===== src/hdl/srld_pkg.sv =====
// Shared types and constants for the sprite run-length decoder.
// Depends on nothing; the core, the parser and the output stage in hdl/ import it.
`default_nettype none

package srld_pkg;

  localparam int unsigned WordW   = 16;
  localparam int unsigned StatusW = 3;
  localparam int unsigned PixW    = 10;
  localparam int unsigned CursorW = 11;
  localparam logic [CursorW-1:0] CursorMax = 11'd2047;

  typedef enum logic [2:0] {
    PH_HEAD  = 3'd0,
    PH_TABLE = 3'd1,
    PH_SKIP  = 3'd2,
    PH_RUN   = 3'd3,
    PH_COLOR = 3'd4,
    PH_STOP  = 3'd5
  } phase_e;

  typedef enum logic [StatusW-1:0] {
    ST_PIXEL        = 3'd0,
    ST_DONE         = 3'd1,
    ST_BAD_SIZE     = 3'd2,
    ST_EARLY_END    = 3'd3,
    ST_ROW_MISMATCH = 3'd4,
    ST_X_OVERFLOW   = 3'd5
  } status_e;

  // Word in flight between the parser and the output stage.
  typedef struct packed {
    logic              valid;     // a result or a table compare is pending
    logic              cmp;       // result depends on the table read
    status_e           status;
    logic [PixW-1:0]   x;
    logic [PixW-1:0]   y;
    logic [WordW-1:0]  color;
    logic [WordW-1:0]  expect_ofs;
    logic              fwd;       // table entry written in the same cycle
    logic [WordW-1:0]  fwd_data;
  } srld_s2_t;

endpackage

`default_nettype wire


===== src/hdl/srld_parser.sv =====
// Record parser: header, offset table writes, skip/run/colour sequencing.
// Depends on srld_pkg; drives the offset table RAM ports.
`default_nettype none

module srld_parser #(
  parameter int unsigned MAX_DIM   = 1024,
  parameter int unsigned END_LIMIT = 2048
) (
  input  wire logic                       clk_i,
  input  wire logic                       rst_ni,
  input  wire logic                       adv_i,
  input  wire logic                       accept_i,
  input  wire logic [15:0]                word_i,
  input  wire logic                       first_word_i,
  output logic                            ram_we_o,
  output logic      [$clog2(MAX_DIM)-1:0] ram_waddr_o,
  output logic      [15:0]                ram_wdata_o,
  output logic      [$clog2(MAX_DIM)-1:0] ram_raddr_o,
  output srld_pkg::srld_s2_t              s2_o
);

  import srld_pkg::*;

  localparam int unsigned DimW = $clog2(MAX_DIM);
  localparam logic [16:0] MaxDim17 = 17'(MAX_DIM);
  localparam logic [16:0] EndLim17 = 17'(END_LIMIT);

  phase_e              phase_q, phase_d;
  logic [WordW-1:0]    pos_q, pos_d;
  logic [DimW-1:0]     width_q, width_d;
  logic [DimW-1:0]     height_q, height_d;
  logic [CursorW-1:0]  cx_q, cx_d;
  logic [DimW-1:0]     cy_q, cy_d;
  logic [WordW-1:0]    skip_q, skip_d;
  logic [WordW-1:0]    run_q, run_d;
  srld_s2_t            s2_q, s2_d;

  always_ff @(posedge clk_i or negedge rst_ni) begin
    if (!rst_ni) begin
      phase_q  <= PH_HEAD;
      pos_q    <= '0;
      width_q  <= '0;
      height_q <= '0;
      cx_q     <= '0;
      cy_q     <= '0;
      skip_q   <= '0;
      run_q    <= '0;
      s2_q     <= '0;
    end else begin
      phase_q  <= phase_d;
      pos_q    <= pos_d;
      width_q  <= width_d;
      height_q <= height_d;
      cx_q     <= cx_d;
      cy_q     <= cy_d;
      skip_q   <= skip_d;
      run_q    <= run_d;
      s2_q     <= s2_d;
    end
  end

  always_comb begin
    phase_e           ph;
    logic [WordW-1:0] pos;
    logic [WordW-1:0] idx;
    logic [16:0]      sum;
    logic [16:0]      cx_sum;
    logic [DimW:0]    y1;
    logic [11:0]      cx_inc;
    logic             res;
    status_e          st;
    logic             cmp;
    logic [WordW-1:0] expect_ofs;

    phase_d  = phase_q;
    pos_d    = pos_q;
    width_d  = width_q;
    height_d = height_q;
    cx_d     = cx_q;
    cy_d     = cy_q;
    skip_d   = skip_q;
    run_d    = run_q;
    s2_d     = s2_q;

    ph         = first_word_i ? PH_HEAD : phase_q;
    pos        = first_word_i ? '0 : pos_q;
    idx        = pos - 16'd4;
    sum        = {1'b0, skip_q} + {1'b0, word_i};
    cx_sum     = 17'(cx_q) + {1'b0, skip_q};
    y1         = {1'b0, cy_q} + 1'b1;
    cx_inc     = {1'b0, cx_q} + 12'd1;
    res        = 1'b0;
    st         = ST_PIXEL;
    cmp        = 1'b0;
    expect_ofs = '0;

    ram_we_o    = 1'b0;
    ram_waddr_o = idx[DimW-1:0];
    ram_wdata_o = word_i;
    ram_raddr_o = '0;

    if (accept_i) begin
      phase_d = ph;
      pos_d   = pos + 16'd1;
      case (ph)
        PH_HEAD: begin
          if (pos == 16'd2 || pos == 16'd3) begin
            if (word_i == '0 || {1'b0, word_i} >= MaxDim17) begin
              res     = 1'b1;
              st      = ST_BAD_SIZE;
              phase_d = PH_STOP;
            end else if (pos == 16'd2) begin
              width_d = word_i[DimW-1:0];
            end else begin
              height_d = word_i[DimW-1:0];
              phase_d  = PH_TABLE;
            end
          end
        end
        PH_TABLE: begin
          ram_we_o = {1'b0, idx} < 17'(height_q);
          if ({1'b0, idx} + 17'd1 >= 17'(height_q)) begin
            phase_d     = PH_SKIP;
            cx_d        = '0;
            cy_d        = '0;
            cmp         = 1'b1;
            ram_raddr_o = '0;
          end
        end
        PH_SKIP: begin
          skip_d  = word_i;
          phase_d = PH_RUN;
        end
        PH_RUN: begin
          if (sum >= EndLim17) begin
            res     = 1'b1;
            st      = ST_EARLY_END;
            phase_d = PH_STOP;
          end else if (sum != '0) begin
            cx_d = (cx_sum > 17'(CursorMax)) ? CursorMax : cx_sum[CursorW-1:0];
            if (word_i != '0) begin
              run_d   = word_i;
              phase_d = PH_COLOR;
            end else begin
              phase_d = PH_SKIP;
            end
          end else begin
            // End of row: move down and, unless the image is done, check the next row's start offset.
            cx_d = '0;
            cy_d = y1[DimW-1:0];
            if (y1 >= {1'b0, height_q}) begin
              res     = 1'b1;
              st      = ST_DONE;
              phase_d = PH_STOP;
            end else begin
              cmp         = 1'b1;
              ram_raddr_o = y1[DimW-1:0];
              expect_ofs  = pos + 16'd1 - 16'd4 - 16'(height_q);
              phase_d     = PH_SKIP;
            end
          end
        end
        PH_COLOR: begin
          res  = 1'b1;
          st   = (17'(cx_q) < 17'(width_q)) ? ST_PIXEL : ST_X_OVERFLOW;
          cx_d = (cx_inc > 12'(CursorMax)) ? CursorMax : cx_inc[CursorW-1:0];
          run_d = run_q - 16'd1;
          if (run_q == 16'd1) begin
            phase_d = PH_SKIP;
          end
        end
        default: begin
        end
      endcase
    end

    if (adv_i) begin
      s2_d.valid      = accept_i && (res || cmp);
      s2_d.cmp        = cmp;
      s2_d.status     = st;
      s2_d.x          = (st == ST_PIXEL) ? cx_q[PixW-1:0] : '0;
      s2_d.y          = (st == ST_PIXEL) ? PixW'(cy_q) : '0;
      s2_d.color      = (st == ST_PIXEL) ? word_i : '0;
      s2_d.expect_ofs = expect_ofs;
      s2_d.fwd        = ram_we_o && (ram_waddr_o == ram_raddr_o);
      s2_d.fwd_data   = word_i;
    end
  end

  assign s2_o = s2_q;

endmodule

`default_nettype wire


===== config.mk =====
export PLATFORM = sky130hd
export DESIGN_NAME = srld_parser
export DESIGN_NICKNAME = d
export VERILOG_FILES = /design/src/hdl/srld_pkg.sv /design/src/hdl/srld_parser.sv
export SDC_FILE = /design/constraint.sdc
export NUM_CORES = 1
export LEC_CHECK = 0
export BUFFER_PORTS_ARGS = -buffer_cell sky130_fd_sc_hd__buf_2
export CORE_MARGIN = 5
export CORE_UTILIZATION = 50
export DETAILED_ROUTE_END_ITERATION = 16
export PLACE_DENSITY = 0.83
export SETUP_SLACK_MARGIN = 0.05
export SYNTH_ARGS = -nofsm -noshare
export SYNTH_HDL_FRONTEND = slang
export SYNTH_SLANG_ARGS = --single-unit
export TNS_END_PERCENT = 5

===== constraint.sdc =====
create_clock -name clk_i -period 4 [get_ports clk_i]
set_clock_uncertainty 0.15 [all_clocks]
set_input_delay 0.6 -clock clk_i [delete_from_list [all_inputs] [get_ports clk_i]]
set_output_delay 0.6 -clock clk_i [all_outputs]
set_load 0.005 [all_outputs]

==> out/metrics.cfg <==
[run_status]
status=complete, but fails checks
violations=setup timing

[layout]
final_core_util_pct=63.7
syn_to_final_growth_pct=25.4
num-nets-final=1591
antenna_cells=0
layout-drive-gt1-share_pct=32.4

[routing]
drt-initial-drc-count=1086
drt_wl_total_mm=35.2
num_vias=10900
wl_per_cell_um=19.9
dr.pass1.iters=6
route.detailed.drc=0
viasPerCell=6.16
drtAntennaViolNets=0

[job]
max_cap_viol_count=0

[die]
start_util_pct=50.8
rows=55
dieHeight_um=162
core_um2=22600
die_w_um=162
pin_count=132
die-area_um2=26100

[timing]
period_share_pct=103
slew_headroom_pct=49.8
period_needed_ns=4.14
hold_slack_ns=0.0329
setup_ws_ns=-0.139
tns_ns=-0.859
setup_viol=10
slew_viol_final=0
finalHoldViolCount=0
worstMarginPinSlew_ns=0.752
fmax_mhz=242
rsz0062_at_grt=true

[grt]
grt_pass1_vias=10700
grt_first_pass_wirelength_mm=55.1
grt-ovfl-total=0
use_met3_pct=4.82
antenna_found_initial=0
use_met2_pct=42.7
busiest_layer=met2
gr-usage-met1_pct=33.7
grt_usage_pct=25.8
grt_max_degree=79

[synth]
syn_inst=1258
synth_area_per_cell_um2=9.14
synth_fa_ha_area_share_pct=10.6
synth_commonest_cells=dfrtp_1 (166), o21ai_0 (100), ha_1 (93), inv_1 (87)
synth_top_cell_by_area=dfrtp_1
seq_area_frac_synth_pct=36.1
yosysUniqueCellTypes=80
yosys_warnings=0
synthFlopType=dfrtp_1
synth_mux_area_share_pct=5.92
synthXorXnorAreaFrac_pct=4.65
async_reset_ff_share_pct=100
yosys.area_share.simple_pct=15.6
synth_top_area_share_pct=36.1
ys_ff_latch=166
synth_compound_area_share_pct=20.6
synthesis.area_um2=11500
synth.most_common_cell=dfrtp_1
synth.area.top_cells=dfrtp_1 (36%), ha_1 (10%), mux2_2 (5.5%)
synth_fp_nets=1375
synth_edf_count=0
synth_top_family_by_area=compound AO/OA/AOI/OAI gates

[cts]
cts_buffer_depth=2
clkTransAtPathRegs_ns=0.06
cts.sink_count=166
htreeDepth=4
root_buffer=clkbuf_16
numCtsBuffers=17
cts_tree=done
clk_latency_ns=0.44

[worst_setup_path]
end_kind=primary output
cp_slowest_cell=dfrtp_1
critPathArrivalTime_ns=3.39
path_cells=ha_1, nand2_1, nor2_1, o2111a_2, buf_6, a2bb2oi_2, o32ai_2, or3_1, buf_6, buf_12, nor4b_4, buf_2
crit_type=reg -> out
max_stage_delay_ns=0.44
required_ns=3.25
crit_start=skip_q[8]
critPathLaunchType=register
ff2ff_path_depth=17
r2r-start=skip_q[8]
crit_top_cell=buf_6
cp_max_fo=5

[place]
portBuffers=131
routabilityCongestion=0.926
dpl.hpwl_mm=24.4
dp_slack_ns=-0.260

[worst_hold_path]
hold_path_class=in -> async

[power_and_ir_drop]
p_leak_nw=6.79
power_density_nw_per_um2=463
peakVddDrop_uv=327

==> power by group <==
group / total, W / leakage [nW] / internal (W) / switching (W)
logic: 0.00284 / 4.34 / 0.00132 / 0.00153
clock network: 0.00165 / 0.268 / 0.000901 / 0.000745
registers: 0.00219 / 2.18 / 0.00191 / 0.000275
==> cell usage in the layout, fill, tap and decap left out, types with 9 or more instances in the layout <==
cell / n
dfrtp_1: 158
buf_4: 132
buf_2: 130
o21ai_0: 92
inv_1: 85
ha_1: 83
nor2_1: 80
nand2_1: 79
a21oi_1: 74
mux2_2: 56
nand3_1: 38
xnor2_1: 29
xor2_1: 27
nor3_1: 26
a22o_2: 23
a21o_1: 18
clkbuf_16: 17
nor4_1: 15
a22o_1: 15
o21a_1: 14
nand4_1: 14
and3_1: 13
nor2b_1: 12
a211oi_1: 11
nand2b_1: 10
or3_1: 9
==> worst paths after layout <==
check                                 end  slack, ns
min                              s2_o[15]       0.03
max in group asynchronous       skip_q[1]       2.66
min in group clk_i               s2_o[27]       0.34
max reg2reg                       cy_q[5]          0
max                        ram_raddr_o[4]      -0.14
min reg2reg                      s2_o[27]       0.34
==> logic make-up (layout without fill, tap and decap cells) <==
kind of cell | after synthesis | after routing
muxes | 61 | 61
adders and majority gates | 96 | 96
DFF | 166 | 166
AOI/OAI and AO/OA | 353 | 353
xor gates and xnor gates | 61 | 61
and+or+nand+nor | 355 | 355
buffers and inverters | 166 | 394
==> flip-flops by register name, indices dropped and copies added, names as in the netlist <==
register  cells
phase_q       3
pos_q        16
width_q      10
run_q        16
s2_o         74
skip_q       16
height_q     10
cy_q         10
cx_q         11
==> metal layers <==
layer	share of wire, %	wire, µm
met1	40	14200
met2	48	16800
met3	8.4	2960
met4	3.4	1190
met5	0	0
==> final cells by class <==
| type | count | area, µm² |
|---|---|---|
| multi-input cells | 926 | 7170 |
| clock buffers | 20 | 457 |
| clock inverters | 11 | 115 |
| well taps | 285 | 357 |
| flip-flops and latches | 166 | 4160 |
| repair buffers | 274 | 1820 |
| inverters | 89 | 335 |
| fillers | 1659 | 8230 |
==> stage by stage <==
stage	area (µm²)	instances	total power (W)
after floorplan	11600	1258	0.00377
after global placement	13100	1718	0.00454
after detailed placement	13100	1718	0.00463
after CTS	14000	1763	0.00639
after global routing	14400	1771	0.00702
final	14400	1771	0.00668
==> timing repair <==
action | CTS | global route
hold buffers | 0 | 0
setup buffers | 14 | 8
pin swaps | 20 | 28
endpoints found under the setup margin | 15 | 73
gates resized for setup | 50 | 61
==> critical path, delay by kind of cell, from the launching register on <==
family / cells / cell delay (ns)
adders and majority gates: 1 / 0.40
and+or+nand+nor: 4 / 0.95
DFF: 1 / 0.44
buffers and inverters: 4 / 0.60
AOI/OAI and AO/OA: 3 / 0.56
Note: power is estimated with default switching activity, not from simulation.
