## src/hdl/srld_pkg.sv

```systemverilog
// Shared types and constants for the sprite run-length decoder.
// Depends on nothing; the core, the parser and the output stage in hdl/ import it.
`default_nettype none

package srld_pkg;

  localparam int unsigned WordW   = 16;
  localparam int unsigned StatusW = 3;
  localparam int unsigned PixW    = 10;
  localparam int unsigned CursorW = 11;
  localparam logic [CursorW-1:0] CursorMax = 11'd2047;

  typedef enum logic [2:0] {
    PH_HEAD  = 3'd0,
    PH_TABLE = 3'd1,
    PH_SKIP  = 3'd2,
    PH_RUN   = 3'd3,
    PH_COLOR = 3'd4,
    PH_STOP  = 3'd5
  } phase_e;

  typedef enum logic [StatusW-1:0] {
    ST_PIXEL        = 3'd0,
    ST_DONE         = 3'd1,
    ST_BAD_SIZE     = 3'd2,
    ST_EARLY_END    = 3'd3,
    ST_ROW_MISMATCH = 3'd4,
    ST_X_OVERFLOW   = 3'd5
  } status_e;

  // Word in flight between the parser and the output stage.
  typedef struct packed {
    logic              valid;     // a result or a table compare is pending
    logic              cmp;       // result depends on the table read
    status_e           status;
    logic [PixW-1:0]   x;
    logic [PixW-1:0]   y;
    logic [WordW-1:0]  color;
    logic [WordW-1:0]  expect_ofs;
    logic              fwd;       // table entry written in the same cycle
    logic [WordW-1:0]  fwd_data;
  } srld_s2_t;

endpackage

`default_nettype wire

```

## src/hdl/srld_out.sv

```systemverilog
// Output stage: resolves row offset compares and holds the result register.
// Depends on srld_pkg; takes the offset table read data.
`default_nettype none

module srld_out (
  input  wire logic               clk_i,
  input  wire logic               rst_ni,
  input  wire srld_pkg::srld_s2_t s2_i,
  input  wire logic [15:0]        rdata_i,
  input  wire logic               stall_i,
  output logic                    adv_o,
  output logic                    valid_o,
  output logic      [2:0]         status_o,
  output logic      [9:0]         pixel_x_o,
  output logic      [9:0]         pixel_y_o,
  output logic      [15:0]        color_o
);

  import srld_pkg::*;

  logic             valid_q, valid_d;
  status_e          status_q, status_d;
  logic [PixW-1:0]  x_q, x_d;
  logic [PixW-1:0]  y_q, y_d;
  logic [WordW-1:0] color_q, color_d;
  logic [WordW-1:0] ofs;

  assign adv_o = !valid_q || !stall_i;
  assign ofs   = s2_i.fwd ? s2_i.fwd_data : rdata_i;

  always_comb begin
    valid_d  = valid_q;
    status_d = status_q;
    x_d      = x_q;
    y_d      = y_q;
    color_d  = color_q;
    if (adv_o) begin
      if (s2_i.cmp) begin
        valid_d  = s2_i.valid && (ofs != s2_i.expect_ofs);
        status_d = ST_ROW_MISMATCH;
        x_d      = '0;
        y_d      = '0;
        color_d  = '0;
      end else begin
        valid_d  = s2_i.valid;
        status_d = s2_i.status;
        x_d      = s2_i.x;
        y_d      = s2_i.y;
        color_d  = s2_i.color;
      end
    end
  end

  always_ff @(posedge clk_i or negedge rst_ni) begin
    if (!rst_ni) begin
      valid_q <= 1'b0;
    end else begin
      valid_q <= valid_d;
    end
  end

  always_ff @(posedge clk_i) begin
    status_q <= status_d;
    x_q      <= x_d;
    y_q      <= y_d;
    color_q  <= color_d;
  end

  assign valid_o   = valid_q;
  assign status_o  = status_q;
  assign pixel_x_o = x_q;
  assign pixel_y_o = y_q;
  assign color_o   = color_q;

endmodule

`default_nettype wire

```

## config.mk

```make
export PLATFORM = sky130hd
export DESIGN_NAME = srld_out
export DESIGN_NICKNAME = d
export VERILOG_FILES = /design/src/hdl/srld_pkg.sv /design/src/hdl/srld_out.sv
export SDC_FILE = /design/constraint.sdc
export NUM_CORES = 1
export LEC_CHECK = 0
export BUFFER_PORTS_ARGS = -buffer_cell sky130_fd_sc_hd__buf_2
export CORE_MARGIN = 2
export CORE_UTILIZATION = 40
export DETAILED_ROUTE_END_ITERATION = 10
export GPL_ROUTABILITY_DRIVEN = 0
export PLACE_DENSITY = 0.89
export SETUP_SLACK_MARGIN = 0.02
export SYNTH_ARGS = -nofsm -noshare
export SYNTH_HDL_FRONTEND = slang
export SYNTH_SLANG_ARGS = --single-unit
```

## constraint.sdc

```tcl
create_clock -name clk_i -period 2.55 [get_ports clk_i]
set_input_delay 0.765 -clock clk_i [delete_from_list [all_inputs] [get_ports clk_i]]
set_output_delay 0.765 -clock clk_i [all_outputs]
set_load 0.02 [all_outputs]
```

==> metrics.yaml, run 1 <==
status: "finished clean"
slew_violations: 0
drc: 0
syn_area_per_cell_um2: 14.6
endpoint: "adv_o"
fin_cells: 313
crit_path_start_kind: "primary input"
r2r_setup_slack_ns: 1.15
num_antenna_cells: 0
nFillCells: 362
cts_tree: "built"
cts_root_buffer: "clkbuf_8"
crit_type: "in2out"
via_per_inst: 4.65
post_synth_inst_count: 126
drive_above_1_share: 0.548
hold_ws_ns: 0.243
yosys_warnings: 0
skew_ns: 0.00459
cts_setup_buffers: 0
wirelength_mm: 3.95
critPathArrivalTime_ns: 1.11
firstDrtPassIters: 2
r2r-end: "valid_o"
yosysTopAreaCell: "edfxtp_1"
r2r_cells: 4
peakVddDrop_mv: 0.349
rows: 24
worst_slew_margin_rel: 0.556
min_period_over_period: 0.737
ys_async_sr_fraction: 0.0250
period_needed_ns: 1.88
rsz0062_at_grt: "no"
cts_buffers: 5
synth-seq-cells: 40
grt_pass1_vias: 1399
area_delta_synth_final_pct: 44.8
ios: 134
dpl.cell_count: 306
cts_resized: 0
max_freq_mhz: 532
fp.dieW_um: 71.8
io_buffers: 133
grt_pass1_wl_mm: 5.87
dpl-instance-area_um2: 2530
reg2reg_from: "valid_o"
startpoint: "stall_i"
fin_area_um2: 2660
p_leak_nw: 1.28
critical_path_peak_fanout: 2
postSynthNetCount: 219
dieArea_um2: 5150
tightestPinTransition_ns: 0.666
dr.first_iter.drc_count: 39
hold_buffers: 0
clk_pin_slew_worst_paths_ns: 0.07
dominantRegCellSynth: "edfxtp_1"
vias: 1457
die_h_um: 71.8
clockBufferDepth: 2
final.setup.tns_ns: 0
synth-edff-count: 39
setup-violations-final: 0
dp_hpwl_mm: 3.13
overflow: 0
hold_viol_final: 0
ant_nets: 0
required_ns: 1.79
cts.sinks: 40
cts-htree-levels: 2
yosysSeqAreaShare: 0.651
p_per_area_nw_per_um2: 627
synth.top_cell.area_share: 0.638
netlist-cell-type-count: 18
track_usage: 0.153
initial_core_util: 0.419
crit_path_end_kind: "primary output"
synth_area_leaders: "edfxtp_1 64%, nor2b_1 13%, mux2i_1 8.7%"
grt_max_degree: 41
min_path_type: "in2async"
drv_cap: 0
finalNetCount: 354
clock_latency_ns: 0.28
antenna_found_initial: 0
synth_area_um2: 1840
core_area_um2: 4380
post_drt_wl_per_cell_um: 12.6
how the worst min path moves through the flow:
stage / start / endpoint / slack, ns / depth (start not counted)
after detailed placement: rst_ni / valid_o / 0.55 / 1
after global placement: rst_ni / valid_o / 0.54 / 1
final: rst_ni / valid_o / 0.24 / 1
after CTS: rst_ni / valid_o / 0.23 / 1
after global routing: rst_ni / valid_o / 0.22 / 1
after floorplan: rst_ni / valid_o / 0.47 / 0
per-stage QoR:
stage | utilization | worst slack (ns) | total power, mW
3_3_place_gp | 0.577 | 0.448 | 1.09
4_1_cts | 0.607 | 0.667 | 1.69
5_1_grt | 0.607 | 0.573 | 1.74
6_report | 0.607 | 0.671 | 1.67
3_5_place_dp | 0.577 | 0.388 | 1.10
2_1_floorplan | - | 0.0512 | 0.974
state kept, by name (all words and copies together) (netlist names):
register and flops:
color_o 16, pixel_y_o 10, pixel_x_o 10, status_o 3, valid_o 1
routing by layer:
metal | share of wire | track usage | vias to the layer above
met4 | 0.010 | 0.0629 | 0
li1 | - | - | 707
met3 | 0.13 | 0.0619 | 5
met1 | 0.36 | 0.150 | 641
met5 | 0 | 0 | -
met2 | 0.50 | 0.282 | 104
worst max-delay path, cell delays in order:
cell and delay, ns:
buf_2 0.11, nand2_2 0.08, buf_2 0.17
cell type report:
| type | instances | area (µm²) | share of cell area |
|---|---|---|---|
| well taps | 52 | 65.1 | 0.0245 |
| flip-flops and latches | 40 | 1200 | 0.450 |
| multi-input cells | 80 | 597 | 0.224 |
| clock inverters | 2 | 60.1 | 0.0226 |
| repair buffers | 134 | 673 | 0.253 |
| clock buffers | 5 | 68.8 | 0.0259 |
synth_stat cells, types with 2 or more instances:
master	n
clkbuf_1	4
edfxtp_1	39
mux2i_1	16
nand4_1	2
nor2b_1	38
xnor2_1	4
xor2_1	12
cell families (layout without fill, tap and decap cells):
| kind of cell | Yosys count | count (layout) | share of synthesized area |
|---|---|---|---|
| flops | 40 | 40 | 0.651 |
| buf+inv | 6 | 141 | 0.0252 |
| mux | 16 | 16 | 0.0872 |
| compound gates | 2 | 2 | 0.00613 |
| xor+xnor | 16 | 16 | 0.0763 |
| simple gates | 46 | 46 | 0.154 |
cell usage in the layout (no fill, tap or decap), drive strengths merged:
cell    count
nand2       1
nand3       1
nor2b      38
and3        1
a21oi       1
or2         1
clkbuf      5
xor2       12
edfxtp     39
a31oi       1
buf       134
bufinv      2
nor4        1
dfrtp       1
xnor2       4
nor3        1
mux2i      16
nand4       2
where the power goes:
group          switching, mW  internal, mW  total, mW
Clock                  0.202         0.385      0.587
Combinational          0.161         0.129      0.289
Sequential            0.0118         0.781      0.793
Total                  0.374          1.29       1.67
Power figures use the tool's default switching activity.
==> run 2, diff against run 1 <==
Settings changed: ABC_AREA set to 1, CORE_UTILIZATION 40 to 38, PLACE_DENSITY 0.89 to 0.86.
Clock period 2.55 ns to 1.7 ns, I/O delays scaled along.
==> metrics.yaml, run 2 <==
overflow: 0  # unchanged
synth_area_um2: 2090  # +14%
final_core_util: 0.564  # -0.0423
dominantRegCellSynth: "edfxtp_1"
worst_slew_margin_rel: 0.795  # +0.239
top_layer: "met4"
fin_ws_ns: 0.216  # -0.455 ns
syn_area_per_cell_um2: 8.25  # -43%
cts_setup_buffers: 0  # unchanged
grt_max_degree: 25  # -39%
r2r_setup_slack_ns: 0.53  # -0.62 ns
grt_pass1_wl_mm: 8.51  # +45%
synth_mux_area_frac: 0  # -0.0872
core_area_um2: 5200  # +19%
hold_viol_final: 0  # unchanged
crit_path_start_kind: "flop"
fp.dieW_um: 78.1  # +8.8%
worstHoldPathCells: 3
required_ns: 1.19  # -0.60 ns
critical_path_peak_fanout: 4  # +2
power_frac_seq: 0.524  # +0.049
clock_latency_ns: 0.28  # about the same
swShare: 0.274  # +0.0502
ys_async_sr_fraction: 0.0250  # unchanged
hold_ws_ns: 0.433  # +0.190 ns
slowest_stage: "dfrtp_1"
cts_tree: "built"
crit_type: "reg2out"
wl_met3_um: 312  # -40%
period_needed_ns: 1.48
initial_core_util: 0.401  # -0.0180
skew_ns: 0.00555  # +0.000969 ns
peakVddDrop_mv: 0.419  # +20%
drive_above_1_share: 0.399  # -0.148
netlist_top_cells_count: "71 x nand2_1, 57 x inv_1, 48 x nor2_1"
min_period_over_period: 0.873
synthAdderAreaFrac: 0  # unchanged
rsz0062_at_grt: "no"
synth_top_family_by_area: "simple AND/OR/NAND/NOR gates"
slew_violations: 0  # unchanged
firstDrtPassIters: 4  # +2
drc: 0  # unchanged
crit_path_end_kind: "primary output"
path_cells: "nand2_2, buf_2"
max_freq_mhz: 674
synth-simple-area-share: 0.278  # +0.124
final_common_cell: "buf_2"
drv_cap: 0  # unchanged
rows: 26  # +8.3%
slowest_delay_ns: 0.41  # +0.24 ns
dieArea_um2: 6100  # +18%
p_switching_uw: 624  # +67%
r2r_cells: 2  # -2
cts.sinks: 40  # unchanged
ant_nets: 0  # unchanged
nFillCells: 486  # +34%
post_drt_wl_per_cell_um: 11.4  # -9.5%
track_usage: 0.178  # +0.0254
io_buffers: 133  # unchanged
power_mw: 2.27  # +36%
p_int_mw: 1.65  # +27%
setup-violations-final: 0  # unchanged
synth_xor_area_frac: 0  # -0.0763
clk_pin_slew_worst_paths_ns: 0.07  # about the same
place_worst_setup_slack_ns: 0.0612  # -0.327 ns
tightestPinTransition_ns: 0.308  # -0.358 ns
p_per_area_nw_per_um2: 774  # +23%
yosysSeqAreaShare: 0.573  # -0.0781
dr.first_iter.drc_count: 95  # +140%
finalNetCount: 486  # +37%
antenna_found_initial: 0  # unchanged
synth-edff-count: 39  # unchanged
wl_met2_mm: 2.95  # +50%
num_antenna_cells: 0  # unchanged
mostFrequentLayoutCells: "133 x buf_2, 70 x nand2_1, 57 x inv_1"
min_path_type: "in2reg"
yosysMostFrequentCell: "nand2_1"
p_leak_nw: 1.70  # +33%
yosys_warnings: 0  # unchanged
clockBufferDepth: 2  # unchanged
m1WireLength_mm: 1.95  # +37%
synth-seq-cells: 40  # unchanged
synth_area_leaders: "edfxtp_1 56%, nand2_1 13%, inv_1 10%"
largest_reg_flops: 16  # unchanged
vias: 2026  # +39%
critPathArrivalTime_ns: 0.97  # -0.14 ns
die_h_um: 78.1  # +8.8%
yosysTopAreaCell: "edfxtp_1"
final.setup.tns_ns: 0  # unchanged
synth-compound-area-share: 0.0174  # +0.0113
area_delta_synth_final_pct: 40.8
cts_buffers: 5  # unchanged
postSynthNetCount: 346  # +58%
post_synth_inst_count: 253  # +100%
p_comb_frac: 0.221  # +0.048
grt_pass1_vias: 2044  # +46%
via_per_inst: 4.38  # -6.0%
wirelength_mm: 5.29  # +34%
status: "finished clean"
ios: 134  # unchanged
cts_root_buffer: "clkbuf_8"
dp_hpwl_mm: 4.29  # +37%
cts-htree-levels: 2  # unchanged
synth.top_cell.area_share: 0.561  # -0.0765
netlist-cell-type-count: 20  # +2
p_clk_frac: 0.255  # -0.096
[run 2: changes by cell type in the layout (fill, tap and decap cells not counted), moves of 7 or more]
cell     change
nand2_1     +70
inv_1       +57
nor2_1      +48
nor2b_1     -38
mux2i_1     -16
xor2_1      -12
nand3_1     +10
nand2_2      +7
[run 2: power groups by stage]
stage	Combinational (mW)	Sequential (mW)	Clock [mW]
after floorplan	0.176	1.32	0
after global placement	0.489	1.21	0
after detailed placement	0.506	1.21	0
after CTS	0.509	1.19	0.603
after global routing	0.559	1.20	0.645
final	0.504	1.19	0.579
[run 2: per-layer routing]
metal | track usage | vias to the layer above
met1 | 0.176 | 907
met2 | 0.352 | 81
met4 | 0.0737 | 0
met5 | 0 | -
li1 | - | 1032
met3 | 0.0414 | 6
[run 2: cell families after synthesis]
| logic type | after synthesis |
|---|---|
| AOI/OAI and AO/OA | 6 |
| buffers and inverters | 65 |
| and+or+nand+nor | 142 |
| DFF | 40 |
[run 2: worst max-delay path: cells and delay by family, from the launching register on]
| family | cells | cell delay [ns] |
|---|---|---|
| DFF | 1 | 0.41 |
| and+or+nand+nor | 1 | 0.12 |
| buffers and inverters | 1 | 0.17 |
[run 2: final timing paths]
kind	start	to
setup / recovery	valid_o	adv_o
hold / removal	s2_i[73]	valid_o
setup reg to reg	valid_o	pixel_x_o[3]
hold reg to reg	valid_o	valid_o
max in group asynchronous	rst_ni	valid_o
min in group asynchronous	rst_ni	valid_o
[run 2: timing repair]
item	4_1_cts	5_1_grt
hold buffers	1	0
gates resized for setup	0	0
hold endpoints to repair	1	0
[run 2: final cells by class]
type,count,area (µm²),area share
Clock buffer,5,68.8,0.0234
Clock inverter,2,12.5,0.00426
Inverter,58,220,0.0750
Multi-Input combinational cell,148,619,0.211
Sequential cell,40,1200,0.407
Tap cell,70,87.6,0.0298
Timing Repair Buffer,140,733,0.250
[run 2: through the flow]
| step | instance area (µm²) | instances |
|---|---|---|
| 2_1_floorplan | 2090 | 253 |
| 3_3_place_gp | 2850 | 455 |
| 3_5_place_dp | 2850 | 455 |
| 4_1_cts | 2940 | 463 |
| 5_1_grt | 2940 | 463 |
| 6_report | 2940 | 463 |
==> run 3, diff against run 2 <==
Settings changed: ABC_AREA 1 to unset, CORE_UTILIZATION 38 to 36, PLACE_DENSITY 0.86 to 0.85.
==> metrics.yaml, run 3 (synthesis results as in run 1) <==
die_h_um: 75.4  # -3.4%
max_freq_mhz: 653  # -3.0%
io_buffers: 133  # unchanged
grtUsageMet2: 0.290  # -0.0619
wirelength_mm: 4.19  # -21%
slowest_stage: "dfrtp_1"
antenna_found_initial: 1  # +1
worst_slew_margin_rel: 0.813  # +0.0178
largest_reg_flops: 16  # unchanged
grt_pass1_wl_mm: 6.14  # -28%
mostFrequentLayoutCells: "133 x buf_2, 39 x edfxtp_1, 38 x nor2b_1"
slowest_delay_ns: 0.40  # about the same
num_antenna_cells: 0  # unchanged
final_core_util: 0.562  # -0.00260
r2r_cells: 4  # +2
cts_root_buffer: "clkbuf_8"
dpl.cell_count: 328  # -28%
fin_cells: 336  # -27%
top_usage_layer: "met2"
ant_nets: 0  # unchanged
required_ns: 1.19  # about the same
grt_max_degree: 19  # -24%
overflow: 0  # unchanged
firstDrtPassIters: 4  # unchanged
critical_path_peak_fanout: 4  # unchanged
met3_usage: 0.0503  # +0.00889
clock_latency_ns: 0.28  # about the same
dieArea_um2: 5690  # -6.7%
core_area_um2: 4820  # -7.5%
hp-start: "s2_i[71]"
grt_pass1_vias: 1452  # -29%
hold_ws_ns: 0.483  # +0.0505 ns
slew_violations: 0  # unchanged
peakVddDrop_mv: 0.296  # -29%
final_common_cell: "buf_2"
swShare: 0.256  # -0.0187
power_frac_seq: 0.534  # +0.010
clk_pin_slew_worst_paths_ns: 0.07  # about the same
cts.sinks: 40  # unchanged
p_leak_nw: 1.30  # -24%
cts_setup_buffers: 0  # unchanged
post_drt_wl_per_cell_um: 12.5  # +9.1%
fp.dieW_um: 75.4  # -3.4%
min_path_type: "in2reg"
worstHoldPathCells: 2  # -1
fin_ws_ns: 0.169  # -0.0464 ns
drive_above_1_share: 0.558  # +0.158
place_worst_setup_slack_ns: -0.0161  # -0.0773 ns
drv_cap: 0  # unchanged
rows: 25  # -3.8%
area_delta_synth_final_pct: 47.3
use_met1: 0.141  # -0.0344
power_mw: 2.23  # -2.1%
rsz0062_at_grt: "no"
hold_path_end: "status_o[2]"
initial_core_util: 0.381  # -0.0197
dr.first_iter.drc_count: 30  # -68%
final.setup.tns_ns: 0  # unchanged
crit_path_start_kind: "flop"
status: "finished clean"
hold_viol_final: 0  # unchanged
via_per_inst: 4.38  # +0.12%
setup-violations-final: 0  # unchanged
r2r_setup_slack_ns: 0.51  # -0.02 ns
tightestPinTransition_ns: 0.281  # -0.0267 ns
dpl-instance-area_um2: 2620  # -8.1%
clockBufferDepth: 2  # unchanged
cts_buffers: 5  # unchanged
path_cells: "nand2_2, buf_2"
ios: 134  # unchanged
track_usage: 0.147  # -0.0309
finalNetCount: 362  # -26%
p_clk_frac: 0.262  # +0.007
dp_hpwl_mm: 3.53  # -18%
vias: 1472  # -27%
critPathArrivalTime_ns: 1.02  # +0.05 ns
p_int_mw: 1.66  # +0.40%
r2r-end: "valid_o"
p_switching_uw: 569  # -8.8%
reg2reg_from: "valid_o"
min_period_over_period: 0.900  # +0.0273
cts_tree: "built"
p_comb_frac: 0.205  # -0.016
skew_ns: 0.00794  # +0.00239 ns
period_needed_ns: 1.53  # +0.0464 ns
p_per_area_nw_per_um2: 823  # +6.2%
fin_area_um2: 2710  # -7.9%
cts-htree-levels: 2  # unchanged
crit_path_end_kind: "primary output"
crit_type: "reg2out"
drc: 0  # unchanged
-- run 3: worst max-delay path by stage --
| stage | from | endpoint | slack [ns] |
|---|---|---|---|
| 2_1_floorplan | s2_i[16] | valid_o | 0.12 |
| 3_3_place_gp | s2_i[16] | valid_o | 0.02 |
| 3_5_place_dp | s2_i[16] | valid_o | -0.02 |
| 4_1_cts | valid_o | adv_o | 0.14 |
| 5_1_grt | valid_o | adv_o | 0.12 |
| 6_report | valid_o | adv_o | 0.17 |
-- run 3: power groups by stage --
| stage | Combinational (mW) | Clock, mW | Sequential [mW] |
|---|---|---|---|
| 3_5_place_dp | 0.461 | 0 | 1.21 |
| 3_3_place_gp | 0.453 | 0 | 1.21 |
| 2_1_floorplan | 0.143 | 0 | 1.32 |
| 4_1_cts | 0.464 | 0.601 | 1.19 |
| 5_1_grt | 0.500 | 0.629 | 1.20 |
| 6_report | 0.455 | 0.582 | 1.19 |
-- run 3: layout make-up --
type | count | area (µm²)
repair buffers | 142 | 748
flip-flops and latches | 40 | 1200
clock inverters | 2 | 12.5
well taps | 67 | 83.8
clock buffers | 5 | 68.8
multi-input cells | 80 | 597
fillers | 431 | 2110
-- run 3: routing by layer --
layer / wire [µm] / part of all wire / vias up
li1: - / - / 724
met1: 1400 / 0.34 / 645
met2: 2280 / 0.54 / 94
met3: 440 / 0.10 / 7
met4: 52 / 0.012 / 2
met5: 11 / 0.0026 / -
-- run 3: what timing repair did --
item	in CTS	in global routing
hold buffers	1	0
hold endpoints to repair	1	0
endpoints found under the setup margin	0	0
resized for setup	0	0
-- run 3: critical path, delay by kind of cell, from the launching register on --
| family | cells | cell delay, ns |
|---|---|---|
| and+or+nand+nor | 1 | 0.14 |
| buffers and inverters | 1 | 0.19 |
| DFF | 1 | 0.40 |
